--- src/rtl/asp_pkg.sv ---
// Shared types and constants of the servo angle command parser.
package asp_pkg;

    localparam int unsigned ANGLE_W  = 8;
    localparam int unsigned PULSE_W  = 16;
    localparam int unsigned VALUE_W  = 10;
    localparam int unsigned CFG_IDX_W = 2;

    localparam logic [7:0] RX_CR    = 8'h0D;
    localparam logic [7:0] ASCII_0  = 8'h30;
    localparam logic [7:0] ASCII_9  = 8'h39;

    localparam logic [ANGLE_W-1:0] ANGLE_LIMIT = 8'd180;

    localparam logic [PULSE_W-1:0] PULSE_ZERO_RST = 16'd500;
    localparam logic [PULSE_W-1:0] PULSE_FULL_RST = 16'd2500;

    localparam logic [CFG_IDX_W-1:0] CFG_PULSE_AT_ZERO = 2'd0;
    localparam logic [CFG_IDX_W-1:0] CFG_PULSE_AT_FULL = 2'd1;

    localparam logic STATUS_OK  = 1'b0;
    localparam logic STATUS_BAD = 1'b1;

    // ceil(2^32 / 180); exact floor division for products below 2^24
    localparam int unsigned     RECIP_W    = 25;
    localparam int unsigned     RECIP_SH   = 32;
    localparam logic [RECIP_W-1:0] RECIP_180 = 25'd23860930;

    localparam int unsigned PROD_W = ANGLE_W + PULSE_W;

    typedef struct packed {
        logic               err;
        logic [ANGLE_W-1:0] angle;
    } t_cmd;

    typedef struct packed {
        logic               status;
        logic [ANGLE_W-1:0] angle;
        logic [PULSE_W-1:0] pulse;
    } t_result;

endpackage

--- src/rtl/asp_fifo.sv ---
// Small register queue with occupancy count.
module asp_fifo #(
    parameter int unsigned WIDTH  = 9,
    parameter int unsigned ADDR_W = 1
) (
    input  logic              i_clk,
    input  logic              i_rst_n,
    input  logic              i_wr,
    input  logic [WIDTH-1:0]  i_data,
    input  logic              i_rd,
    output logic [WIDTH-1:0]  o_data,
    output logic              o_empty,
    output logic [ADDR_W:0]   o_count
);
    localparam int unsigned DEPTH = 1 << ADDR_W;

    logic [WIDTH-1:0]  r_mem [DEPTH];
    logic [ADDR_W-1:0] r_wr_ptr, n_wr_ptr;
    logic [ADDR_W-1:0] r_rd_ptr, n_rd_ptr;
    logic [ADDR_W:0]   r_count, n_count;
    logic              w_do_wr;
    logic              w_do_rd;

    assign w_do_wr = i_wr && (r_count != (ADDR_W+1)'(DEPTH));
    assign w_do_rd = i_rd && (r_count != '0);

    always_comb begin
        n_wr_ptr = w_do_wr ? r_wr_ptr + 1'b1 : r_wr_ptr;
        n_rd_ptr = w_do_rd ? r_rd_ptr + 1'b1 : r_rd_ptr;
        n_count  = r_count;
        if (w_do_wr && !w_do_rd) begin
            n_count = r_count + 1'b1;
        end else if (!w_do_wr && w_do_rd) begin
            n_count = r_count - 1'b1;
        end
    end

    always_ff @(posedge i_clk) begin
        if (!i_rst_n) begin
            r_wr_ptr <= '0;
            r_rd_ptr <= '0;
            r_count  <= '0;
        end else begin
            r_wr_ptr <= n_wr_ptr;
            r_rd_ptr <= n_rd_ptr;
            r_count  <= n_count;
        end
    end

    always_ff @(posedge i_clk) begin
        if (w_do_wr) begin
            r_mem[r_wr_ptr] <= i_data;
        end
    end

    assign o_data  = r_mem[r_rd_ptr];
    assign o_empty = (r_count == '0);
    assign o_count = r_count;

endmodule

--- src/rtl/asp_parser.sv ---
// Front end: frames received bytes and classifies each frame end.
module asp_parser #(
    parameter int unsigned MAX_DIGITS = 3
) (
    input  logic                i_clk,
    input  logic                i_rst_n,
    input  logic                i_valid,
    input  logic [7:0]          i_rx_byte,
    output logic                o_cmd_valid,
    output asp_pkg::t_cmd       o_cmd
);
    import asp_pkg::*;

    logic               r_in_frame, n_in_frame;
    logic [1:0]         r_digit_count, n_digit_count;
    logic [VALUE_W-1:0] r_value, n_value;
    logic               w_is_digit;
    logic [3:0]         w_digit;
    logic [VALUE_W+3:0] w_scaled;

    assign w_is_digit = (i_rx_byte >= ASCII_0) && (i_rx_byte <= ASCII_9);
    assign w_digit    = 4'(i_rx_byte - ASCII_0);
    assign w_scaled   = ((VALUE_W+4)'(r_value) << 3) + ((VALUE_W+4)'(r_value) << 1)
                      + (VALUE_W+4)'(w_digit);

    always_comb begin
        n_in_frame    = r_in_frame;
        n_digit_count = r_digit_count;
        n_value       = r_value;
        o_cmd_valid   = 1'b0;
        o_cmd.err     = STATUS_OK;
        o_cmd.angle   = '0;
        if (i_valid) begin
            if (!r_in_frame) begin
                // open a frame on a digit, drop anything else
                if (w_is_digit) begin
                    n_in_frame    = 1'b1;
                    n_digit_count = 2'd1;
                    n_value       = VALUE_W'(w_digit);
                end
            end else if (i_rx_byte == RX_CR) begin
                o_cmd_valid   = 1'b1;
                o_cmd.angle   = (r_value > VALUE_W'(ANGLE_LIMIT)) ? ANGLE_LIMIT
                                                                  : ANGLE_W'(r_value);
                n_in_frame    = 1'b0;
                n_digit_count = '0;
                n_value       = '0;
            end else if (w_is_digit && (r_digit_count < 2'(MAX_DIGITS))) begin
                n_value       = VALUE_W'(w_scaled);
                n_digit_count = r_digit_count + 2'd1;
            end else begin
                o_cmd_valid   = 1'b1;
                o_cmd.err     = STATUS_BAD;
                n_in_frame    = 1'b0;
                n_digit_count = '0;
                n_value       = '0;
            end
        end
    end

    always_ff @(posedge i_clk) begin
        if (!i_rst_n) begin
            r_in_frame    <= 1'b0;
            r_digit_count <= '0;
            r_value       <= '0;
        end else begin
            r_in_frame    <= n_in_frame;
            r_digit_count <= n_digit_count;
            r_value       <= n_value;
        end
    end

endmodule

--- src/rtl/asp_mapper.sv ---
// Back end: maps angles onto pulse widths in a two stage pipeline.
module asp_mapper #(
    parameter int unsigned OUT_ADDR_W = 2
) (
    input  logic                   i_clk,
    input  logic                   i_rst_n,
    input  logic [15:0]            i_pulse_at_zero,
    input  logic [15:0]            i_pulse_at_full,
    input  logic                   i_cmd_avail,
    input  asp_pkg::t_cmd          i_cmd,
    output logic                   o_cmd_take,
    input  logic [OUT_ADDR_W:0]    i_out_count,
    output logic                   o_res_valid,
    output asp_pkg::t_result       o_res
);
    import asp_pkg::*;

    localparam int unsigned OUT_DEPTH = 1 << OUT_ADDR_W;

    logic [PULSE_W:0]   w_diff;
    logic [PULSE_W-1:0] r_abs_diff;
    logic               r_neg;

    logic               r_v1;
    t_cmd               r_cmd1;
    logic [PROD_W-1:0]  r_m1;

    logic               r_v2;
    t_cmd               r_cmd2;
    logic [PULSE_W-1:0] r_q2;

    logic [OUT_ADDR_W+1:0]          w_used;
    logic [PROD_W+RECIP_W-1:0]      w_recip_prod;
    logic [PULSE_W-1:0]             w_signed_q;

    // user changes config only while idle, unchecked; so the slope is settled
    assign w_diff = {1'b0, i_pulse_at_full} - {1'b0, i_pulse_at_zero};

    always_ff @(posedge i_clk) begin
        r_neg      <= w_diff[PULSE_W];
        r_abs_diff <= w_diff[PULSE_W] ? PULSE_W'(-w_diff) : w_diff[PULSE_W-1:0];
    end

    // issue only when every result in flight has a slot reserved
    assign w_used = (OUT_ADDR_W+2)'(i_out_count) + (OUT_ADDR_W+2)'(r_v1)
                  + (OUT_ADDR_W+2)'(r_v2);
    assign o_cmd_take = i_cmd_avail && (w_used < (OUT_ADDR_W+2)'(OUT_DEPTH));

    assign w_recip_prod = (PROD_W+RECIP_W)'(r_m1) * (PROD_W+RECIP_W)'(RECIP_180);

    always_ff @(posedge i_clk) begin
        if (!i_rst_n) begin
            r_v1 <= 1'b0;
            r_v2 <= 1'b0;
        end else begin
            r_v1 <= o_cmd_take;
            r_v2 <= r_v1;
        end
    end

    always_ff @(posedge i_clk) begin
        r_cmd1 <= i_cmd;
        r_m1   <= PROD_W'(i_cmd.angle * r_abs_diff);
        r_cmd2 <= r_cmd1;
        r_q2   <= w_recip_prod[RECIP_SH +: PULSE_W];
    end

    assign w_signed_q = r_neg ? PULSE_W'(-r_q2) : r_q2;

    always_comb begin
        o_res_valid = r_v2;
        o_res.status = r_cmd2.err;
        if (r_cmd2.err == STATUS_BAD) begin
            o_res.angle = '0;
            o_res.pulse = '0;
        end else begin
            o_res.angle = r_cmd2.angle;
            o_res.pulse = i_pulse_at_zero + w_signed_q;
        end
    end

endmodule

--- src/rtl/ascii_angle_to_servo_pulse.sv ---
// Top level of the ASCII servo angle command parser.
//
// Received bytes enter on the push/full queue port, one transfer per cycle
// whenever full is low. A decimal digit opens a frame, up to MAX_DIGITS
// digits build the angle, carriage return closes it. Each closed or dropped
// frame yields one result on the empty/pop queue port: status 0 with the
// clamped angle and the mapped pulse width, or status 1 with zeros when a
// bad byte or an extra digit drops the frame. Bytes that cause no result
// leave nothing behind.
//
// Throughput is one byte per cycle while full is low. After the transfer of
// the closing byte the parser writes the command queue; once the output
// queue has room reserved, the angle times slope multiply, the reciprocal
// multiply for the divide by 180 and the output queue write follow in that
// order, each through its own register, and the result can then be popped.
//
// Reset clears the frame state, both queues and the pipeline, and loads the
// pulse registers with 500 and 2500. When the receiver holds off pop, the
// output queue fills, the mapper stops issuing, the command queue fills and
// full rises; no result is ever dropped. Write pulse registers only while
// the block is idle.
module ascii_angle_to_servo_pulse #(
    parameter int unsigned MAX_DIGITS = 3,
    parameter int unsigned CMD_ADDR_W = 1,
    parameter int unsigned OUT_ADDR_W = 2
) (
    input  logic                       i_clk,
    input  logic                       i_rst_n,
    input  logic                       push,
    output logic                       full,
    input  logic [7:0]                 i_rx_byte,
    output logic                       empty,
    input  logic                       pop,
    output logic                       o_status,
    output logic [asp_pkg::ANGLE_W-1:0] o_angle_degrees,
    output logic [asp_pkg::PULSE_W-1:0] o_pulse_width,
    input  logic                       i_cfg_we,
    input  logic [asp_pkg::CFG_IDX_W-1:0] i_cfg_index,
    input  logic [asp_pkg::PULSE_W-1:0] i_cfg_data
);
    import asp_pkg::*;

    logic [PULSE_W-1:0] r_pulse_at_zero;
    logic [PULSE_W-1:0] r_pulse_at_full;

    logic               w_accept;
    logic               w_cmd_push;
    t_cmd               w_cmd_in;
    t_cmd               w_cmd_out;
    logic               w_cmd_empty;
    logic [CMD_ADDR_W:0] w_cmd_count;
    logic               w_cmd_take;
    logic               w_res_valid;
    t_result            w_res_in;
    t_result            w_res_out;
    logic [OUT_ADDR_W:0] w_out_count;

    // hold the pulse registers; writes beyond the list are dropped
    always_ff @(posedge i_clk) begin
        if (!i_rst_n) begin
            r_pulse_at_zero <= PULSE_ZERO_RST;
            r_pulse_at_full <= PULSE_FULL_RST;
        end else if (i_cfg_we) begin
            unique case (i_cfg_index)
                CFG_PULSE_AT_ZERO: r_pulse_at_zero <= i_cfg_data;
                CFG_PULSE_AT_FULL: r_pulse_at_full <= i_cfg_data;
                default: ;
            endcase
        end
    end

    // full is conservative: any byte may close a frame
    assign full     = (w_cmd_count == (CMD_ADDR_W+1)'(1 << CMD_ADDR_W));
    assign w_accept = push && !full;

    asp_parser #(
        .MAX_DIGITS (MAX_DIGITS)
    ) u_parser (
        .i_clk       (i_clk),
        .i_rst_n     (i_rst_n),
        .i_valid     (w_accept),
        .i_rx_byte   (i_rx_byte),
        .o_cmd_valid (w_cmd_push),
        .o_cmd       (w_cmd_in)
    );

    asp_fifo #(
        .WIDTH  ($bits(t_cmd)),
        .ADDR_W (CMD_ADDR_W)
    ) u_cmd_q (
        .i_clk   (i_clk),
        .i_rst_n (i_rst_n),
        .i_wr    (w_cmd_push),
        .i_data  (w_cmd_in),
        .i_rd    (w_cmd_take),
        .o_data  (w_cmd_out),
        .o_empty (w_cmd_empty),
        .o_count (w_cmd_count)
    );

    asp_mapper #(
        .OUT_ADDR_W (OUT_ADDR_W)
    ) u_mapper (
        .i_clk           (i_clk),
        .i_rst_n         (i_rst_n),
        .i_pulse_at_zero (r_pulse_at_zero),
        .i_pulse_at_full (r_pulse_at_full),
        .i_cmd_avail     (!w_cmd_empty),
        .i_cmd           (w_cmd_out),
        .o_cmd_take      (w_cmd_take),
        .i_out_count     (w_out_count),
        .o_res_valid     (w_res_valid),
        .o_res           (w_res_in)
    );

    asp_fifo #(
        .WIDTH  ($bits(t_result)),
        .ADDR_W (OUT_ADDR_W)
    ) u_out_q (
        .i_clk   (i_clk),
        .i_rst_n (i_rst_n),
        .i_wr    (w_res_valid),
        .i_data  (w_res_in),
        .i_rd    (pop),
        .o_data  (w_res_out),
        .o_empty (empty),
        .o_count (w_out_count)
    );

    assign o_status        = w_res_out.status;
    assign o_angle_degrees = w_res_out.angle;
    assign o_pulse_width   = w_res_out.pulse;

endmodule
--- config.mk ---
export PLATFORM = sky130hd
export DESIGN_NAME = ascii_angle_to_servo_pulse
export DESIGN_NICKNAME = d
export VERILOG_FILES = /design/src/rtl/asp_pkg.sv /design/src/rtl/asp_fifo.sv /design/src/rtl/asp_parser.sv /design/src/rtl/asp_mapper.sv /design/src/rtl/ascii_angle_to_servo_pulse.sv
export SDC_FILE = /design/constraint.sdc
export NUM_CORES = 1
export LEC_CHECK = 0
export ABC_AREA = 1
export BUFFER_PORTS_ARGS = -buffer_cell sky130_fd_sc_hd__buf_4
export CAP_MARGIN = 10
export CELL_PAD_IN_SITES_DETAIL_PLACEMENT = 1
export CELL_PAD_IN_SITES_GLOBAL_PLACEMENT = 1
export CORE_MARGIN = 4
export CORE_UTILIZATION = 54
export DETAILED_ROUTE_END_ITERATION = 10
export GPL_ROUTABILITY_DRIVEN = 0
export GPL_TIMING_DRIVEN = 1
export HOLD_SLACK_MARGIN = 0.03
export PLACE_DENSITY_LB_ADDON = 0.1
export SETUP_SLACK_MARGIN = 0.15
export SLEW_MARGIN = 20
export SYNTH_ARGS = -nofsm -noshare
export SYNTH_HDL_FRONTEND = slang
export SYNTH_HIERARCHICAL = 1
export SYNTH_SLANG_ARGS = --single-unit
--- constraint.sdc ---
create_clock -name i_clk -period 9.3 [get_ports i_clk]
set_input_delay 1.86 -clock i_clk [delete_from_list [all_inputs] [get_ports i_clk]]
set_output_delay 1.86 -clock i_clk [all_outputs]
set_load 0.1 [all_outputs]
* Word level (Yosys, flattened, before mapping)
Memories as Yosys holds them, arrays and structs flattened. A register that Yosys moved wholly into a read port is not among the register bits. Index checks and enable logic that the tools add are counted.
Word-level totals: logic and storage cells 118, register bits 133, memory bits (writable) 118, memories kept 2
Memory list:
- u_out_q.r_mem | words 4, bits a word 25, rd ports 1, clocked after Yosys merged registers in 1, write ports 1, line asp_fifo.sv:17 | logic [WIDTH-1:0] r_mem [DEPTH];
- u_cmd_q.r_mem | words 2, bits a word 9, rd ports 1, clocked after Yosys merged registers in 1, write ports 1, line asp_fifo.sv:17
Cells by class: $add $sub $neg 18, reductions and logical operators 29, equal/unequal tests 5, $lt $le $gt $ge 5, mux-type cells 36, multipliers 2
Operators with widths (number):
- multiplier 24 x 24 -> 47 bit (second input constant) | 1
- 2-to-1 mux 10 bit | 4
- 2-to-1 mux 16 bit | 2
- negation 16 bit | 2
- multiplier 8 x 16 -> 24 bit | 1
- 2-to-1 mux 24 bit | 1
- 2-to-1 mux 9 bit | 2
- subtractor 16 x 16 -> 17 bit | 1
- adder 16 bit | 1
- 2-to-1 mux 2 bit | 8
- 2-to-1 mux 8 bit | 2
- 2-to-1 mux 1 bit | 15
- logical AND 1 bit | 12
- adder 10 bit | 1
- adder 10 x 4 -> 10 bit | 1
- greater-than comparator 10 x 8 -> 1 bit (second input constant) | 1
- adder 2 x 1 -> 2 bit (second input constant) | 4
- == test 8 x 4 -> 1 bit (second input constant) | 1
- greater-or-equal comparator 8 x 6 -> 1 bit (second input constant) | 1
- <= comparator 8 x 6 -> 1 bit (second input constant) | 1
- nonzero test 2 bit | 4
- zero test 1 bit | 6
- 2-to-1 mux 3 bit | 2
- AND reduction 2 bit | 3
- other kinds (16) | 18

* Logic depth before layout (Yosys ltp)
word-level depth 12, mapped depth 24, gate-level depth less buffers 24

* Modules after synthesis
The synthesis kept the hierarchy.
By module, submodules not included:
- asp_mapper | area each 17735.8 sq um, sequential area each 1541.5 sq um, times used 1, cells each 2314
- asp_fifo (u_out_q) | area each 4179.0 sq um, sequential area each 3183.1 sq um, times used 1, cells each 311
- ascii_angle_to_servo_pulse | area each 1333.8 sq um, sequential area each 640.6 sq um, times used 1, cells each 191
- asp_parser | area each 1258.7 sq um, sequential area each 260.2 sq um, times used 1, cells each 198
- asp_fifo (u_cmd_q) | area each 898.4 sq um, sequential area each 640.6 sq um, times used 1, cells each 65

* Worst setup path after synthesis
OpenSTA, ideal clock, no wires.
path kind reg2reg, from register u_mapper.r_m1[1], to register u_mapper.r_q2[8], arrival time 5.359 ns, path buffers 0, stages on the path, launching flop included 23, slack 3.829 ns, period minus slack after synthesis 5.471 ns, cells stage by stage dfxtp_1 ha_1 xor2_1 ha_1 or2_2 fa_1 inv_1 fa_1 inv_1 fa_1 fa_1 inv_1 fa_1 inv_1 ha_1 nand2_1 o21ai_0 a21boi_0 nor2_1 nor3_1 nand2_1 nand2_1 nand2_1
Between the ends: cells in the longest elaborated chain, start to end 1
RTL lines:
- start: declaration | line asp_mapper.sv:26 | logic [PROD_W-1:0] r_m1;
- start signal: assignment | line asp_mapper.sv:63 | r_m1 <= PROD_W'(i_cmd.angle * r_abs_diff);
- multiplier 24 x 24 -> 47 bit | line asp_mapper.sv:49 | assign w_recip_prod = (PROD_W+RECIP_W)'(r_m1) * (PROD_W+RECIP_W)'(RECIP_180);
- named net u_mapper.w_recip_prod[40] | line asp_mapper.sv:33 | logic [PROD_W+RECIP_W-1:0] w_recip_prod;
- end signal: assignment | line asp_mapper.sv:65 | r_q2 <= w_recip_prod[RECIP_SH +: PULSE_W];
- end: declaration | line asp_mapper.sv:30 | logic [PULSE_W-1:0] r_q2;
The timed path passes the listed nets, and every way through them passes these cells. A chain may end at the register's enable or synchronous reset.

* Worst setup path in the final report
from register u_mapper.r_m1[1], to register u_mapper.r_q2[9]
Same word-level chain as after synthesis.

==> impl_metrics.ini <==
[clocking]
cts.sinks = 254
path_clk_slew_ns = 0.06
hold_buffers = 0
post_cts_resized = 0
worstSkewPairLatency_ns = 0.55
htree_levels = 1
cts-buffers-inserted = 29
post_cts_buffers = 0
clockRootBuffer = clkbuf_16
clk_path_buf_depth = 3
cts_tree = done

[synth]
synth_area_um2 = 25410
synthTopCellsByArea = fa_1, ha_1, edfxtp_1
synth_top_area_share_pct = 20.01
ys_seq_area_share_pct = 24.66
syn_avg_cell_area_um2 = 8.251
yosysUniqueCellTypes = 53
synth_top_cell_by_area = fa_1
synthCells = 3079
synth_edf_count = 118
postSynth.asyncResetShare_pct = 0
ys_ff_latch = 254
synth-main-ff-cell = dfxtp_1
synth_nets = 3693
ys_warn_count = 6

[drt]
wl_mm = 74.01
wl_met3_mm = 2.360
final_antenna_net_count = 0
wire_per_inst_um = 19.81
drtIter0Drc = 1028
routed-wl-met2_mm = 39.10
dr.pass1.iters = 5
wl_met1_mm = 29.37
vias_per_cell = 5.422
top_layer = met4
drc = 0
via_count = 20252

[sta]
fin_crit_ns = 6.040
clock_skew_ns = 0.01531
tightest_slew_ns = 0.9815
slew_viol_final = 0
post-route-worst-setup-slack_ns = 3.260
rsz0062_at_grt = false
finalSetupViolations = 0
min_period_over_period_pct = 64.95
finalSetupTns_ns = 0
relSlewSlack_pct = 34.57
hold_violations = 0
fmax_mhz = 165.6

[setup_path]
timing.rr.end = u_mapper/r_q2[9]$_DFF_P_
cp_max_fo = 8
arrival_ns = 6.49
worstSetupStartpointType = register
reg2reg_from = u_mapper/r_m1[1]$_DFF_P_
crit_end = u_mapper/r_q2[9]$_DFF_P_
rrSetupSlack_ns = 3.26
critPathKind = reg2reg
r2r_cells = 24
critical_path.startpoint = u_mapper/r_m1[1]$_DFF_P_
crit_required_ns = 9.75
worstSetupEndpointType = register

[die]
die_h_um = 224.9
io_pins = 58
die-area_um2 = 50580
coreArea_um2 = 46560
start_util_pct = 54.57
rows = 79
die_x_um = 224.9

[global_routing]
gr-usage-all-layers_pct = 30.08
antenna_found_initial = 0
grt_remaining_overflow = 0
grt_start_max_net_pins = 52
grt_pass1_wl_mm = 121.4
grt_pass1_vias = 23264

[placement]
place_area_um2 = 26300
place_worst_setup_slack_ns = 3.279
portBuffers = 57
hpwl_mm = 60.91

[finish]
final_util_pct = 58.72
drive_gt1_share_pct = 5.021
design_area_um2 = 27340
layout.nets = 3719
area_growth_syn_to_layout_pct = 7.604

[status]
outcome = completed

[min_path]
hp-class = reg2reg

[flow_run]
drv_cap = 0
-- worst max-delay path, cell delays in order, from the launching register on --
cell     delay [ns]
dfxtp_1        0.53
ha_1           0.36
xor2_1         0.19
ha_1           0.21
or2_2          0.31
fa_1           0.54
inv_1          0.08
fa_1           0.55
inv_1          0.06
fa_1           0.50
fa_1           0.54
inv_1          0.05
fa_1           0.53
inv_1          0.04
ha_1           0.31
a21oi_1        0.26
nor2_1         0.07
nor2_1         0.15
o21ai_0        0.10
a31oi_1        0.18
nand2_1        0.12
nand2_1        0.09
nand2_1        0.05
nand2_1        0.05
nand2_1        0.04
-- area by class of cell --
type / count / area (µm²)
Fill cell: 5635 / 19220
Multi-Input combinational cell: 2048 / 16140
Sequential cell: 254 / 6266
Inverter: 709 / 2664
Clock buffer: 39 / 814.5
Tap cell: 607 / 759.5
Timing Repair Buffer: 63 / 473.0
Clock inverter: 14 / 216.5
Antenna cell: 1 / 2.502
-- metrics by stage --
stage | instances | hold slack, ns
floorplan | 3079 | 0.3096
detailed placement | 3681 | 0.3143
CTS | 3734 | 0.3282
global placement | 3681 | 0.3110
global route | 3734 | 0.3360
finish | 3735 | 0.3277
-- sequential cells by signal, indices dropped and copies added, names as in the netlist, 2 cells and up, named ones only --
register,count
u_parser/r_digit_count,2
u_cmd_q/o_count,2
u_out_q/o_count,3
u_parser/r_value,10
u_mapper/r_m1,24
u_out_q/r_mem,100
r_pulse_at_zero,16
u_mapper/r_abs_diff,16
u_mapper/r_cmd1,9
u_mapper/r_q2,16
u_mapper/r_cmd2,8
u_out_q/r_wr_ptr,2
r_pulse_at_full,16
u_out_q/r_rd_ptr,2
u_cmd_q/r_mem,18
-- logic make-up after synthesis --
group                    count (synthesis)  synth area share, %
AND/OR/NAND/NOR                       1048                17.02
buffers and inverters                  777                11.84
adder cells (fa/ha/maj)                583                36.22
AO/OA/AOI/OAI                          330                7.141
flip-flops                             254                24.66
XOR/XNOR                                78                2.719
multiplexers                             9               0.3989
-- synthesized netlist by cell type, types with 2 or more instances --
master    count
o21a_1        5
a31oi_1       6
o21ai_1      17
nand2_2       7
buf_4        10
dfxtp_1     136
or2_2         4
inv_2         4
a21boi_0      3
a21o_1       14
nand3_2       2
fa_1        254
nand3b_1      6
o21ai_0     109
a221oi_1      2
nor2_2        3
xor2_1       63
clkbuf_1     37
edfxtp_1    118
nor3_1       10
o21ai_2       2
nor2_4        6
o21bai_1      8
nand4_1      25
nand3_1     118
nor4_1        6
ha_1        329
inv_1       703
a211oi_1      3
buf_6         4
xnor2_1      14
clkbuf_2      3
nand2_1     590
o211ai_1      2
a21oi_1     130
buf_2        14
nor2_1      264
mux2_2        9
o22ai_1      25
-- cells in the final DEF, fill, tap and decap left out, types with 9 or more instances in the layout --
cell type | Yosys | final
a21o_1 | 14 | 14
a21oi_1 | 130 | 130
buf_4 | 10 | 63
clkbuf_16 | 0 | 30
dfxtp_1 | 136 | 136
edfxtp_1 | 118 | 118
fa_1 | 254 | 254
ha_1 | 329 | 329
inv_1 | 703 | 703
mux2_2 | 9 | 9
nand2_1 | 590 | 590
nand3_1 | 118 | 118
nand4_1 | 25 | 25
nor2_1 | 264 | 260
nor3_1 | 10 | 10
o21ai_0 | 109 | 109
o21ai_1 | 17 | 17
o22ai_1 | 25 | 25
xnor2_1 | 14 | 14
xor2_1 | 63 | 63
-- worst min path at each step --
stage / cells after the start / end / slack (ns) / startpoint
detailed placement: 0 / u_mapper/r_cmd2[4]$_DFF_P_ / 0.31 / u_mapper/r_cmd1[4]$_DFF_P_
global route: 0 / u_mapper/r_cmd2[4]$_DFF_P_ / 0.34 / u_mapper/r_cmd1[4]$_DFF_P_
global placement: 0 / u_mapper/r_cmd2[5]$_DFF_P_ / 0.31 / u_mapper/r_cmd1[5]$_DFF_P_
floorplan: 0 / u_mapper/o_res[24]$_DFF_P_ / 0.31 / u_mapper/r_cmd1[8]$_DFF_P_
finish: 0 / u_mapper/r_cmd2[2]$_DFF_P_ / 0.33 / u_mapper/r_cmd1[2]$_DFF_P_
CTS: 0 / u_mapper/r_cmd2[4]$_DFF_P_ / 0.33 / u_mapper/r_cmd1[4]$_DFF_P_
-- per-layer routing --
layer,global-route usage (%),vias to the layer above
li1,-,9630
met1,35.23,10106
met2,56.69,354
met3,3.243,162
met4,11.17,0
met5,0,-
Power is left out: the tool's default activity adds up to more than one toggle a clock period on the data nets, which glitch-free logic cannot reach.
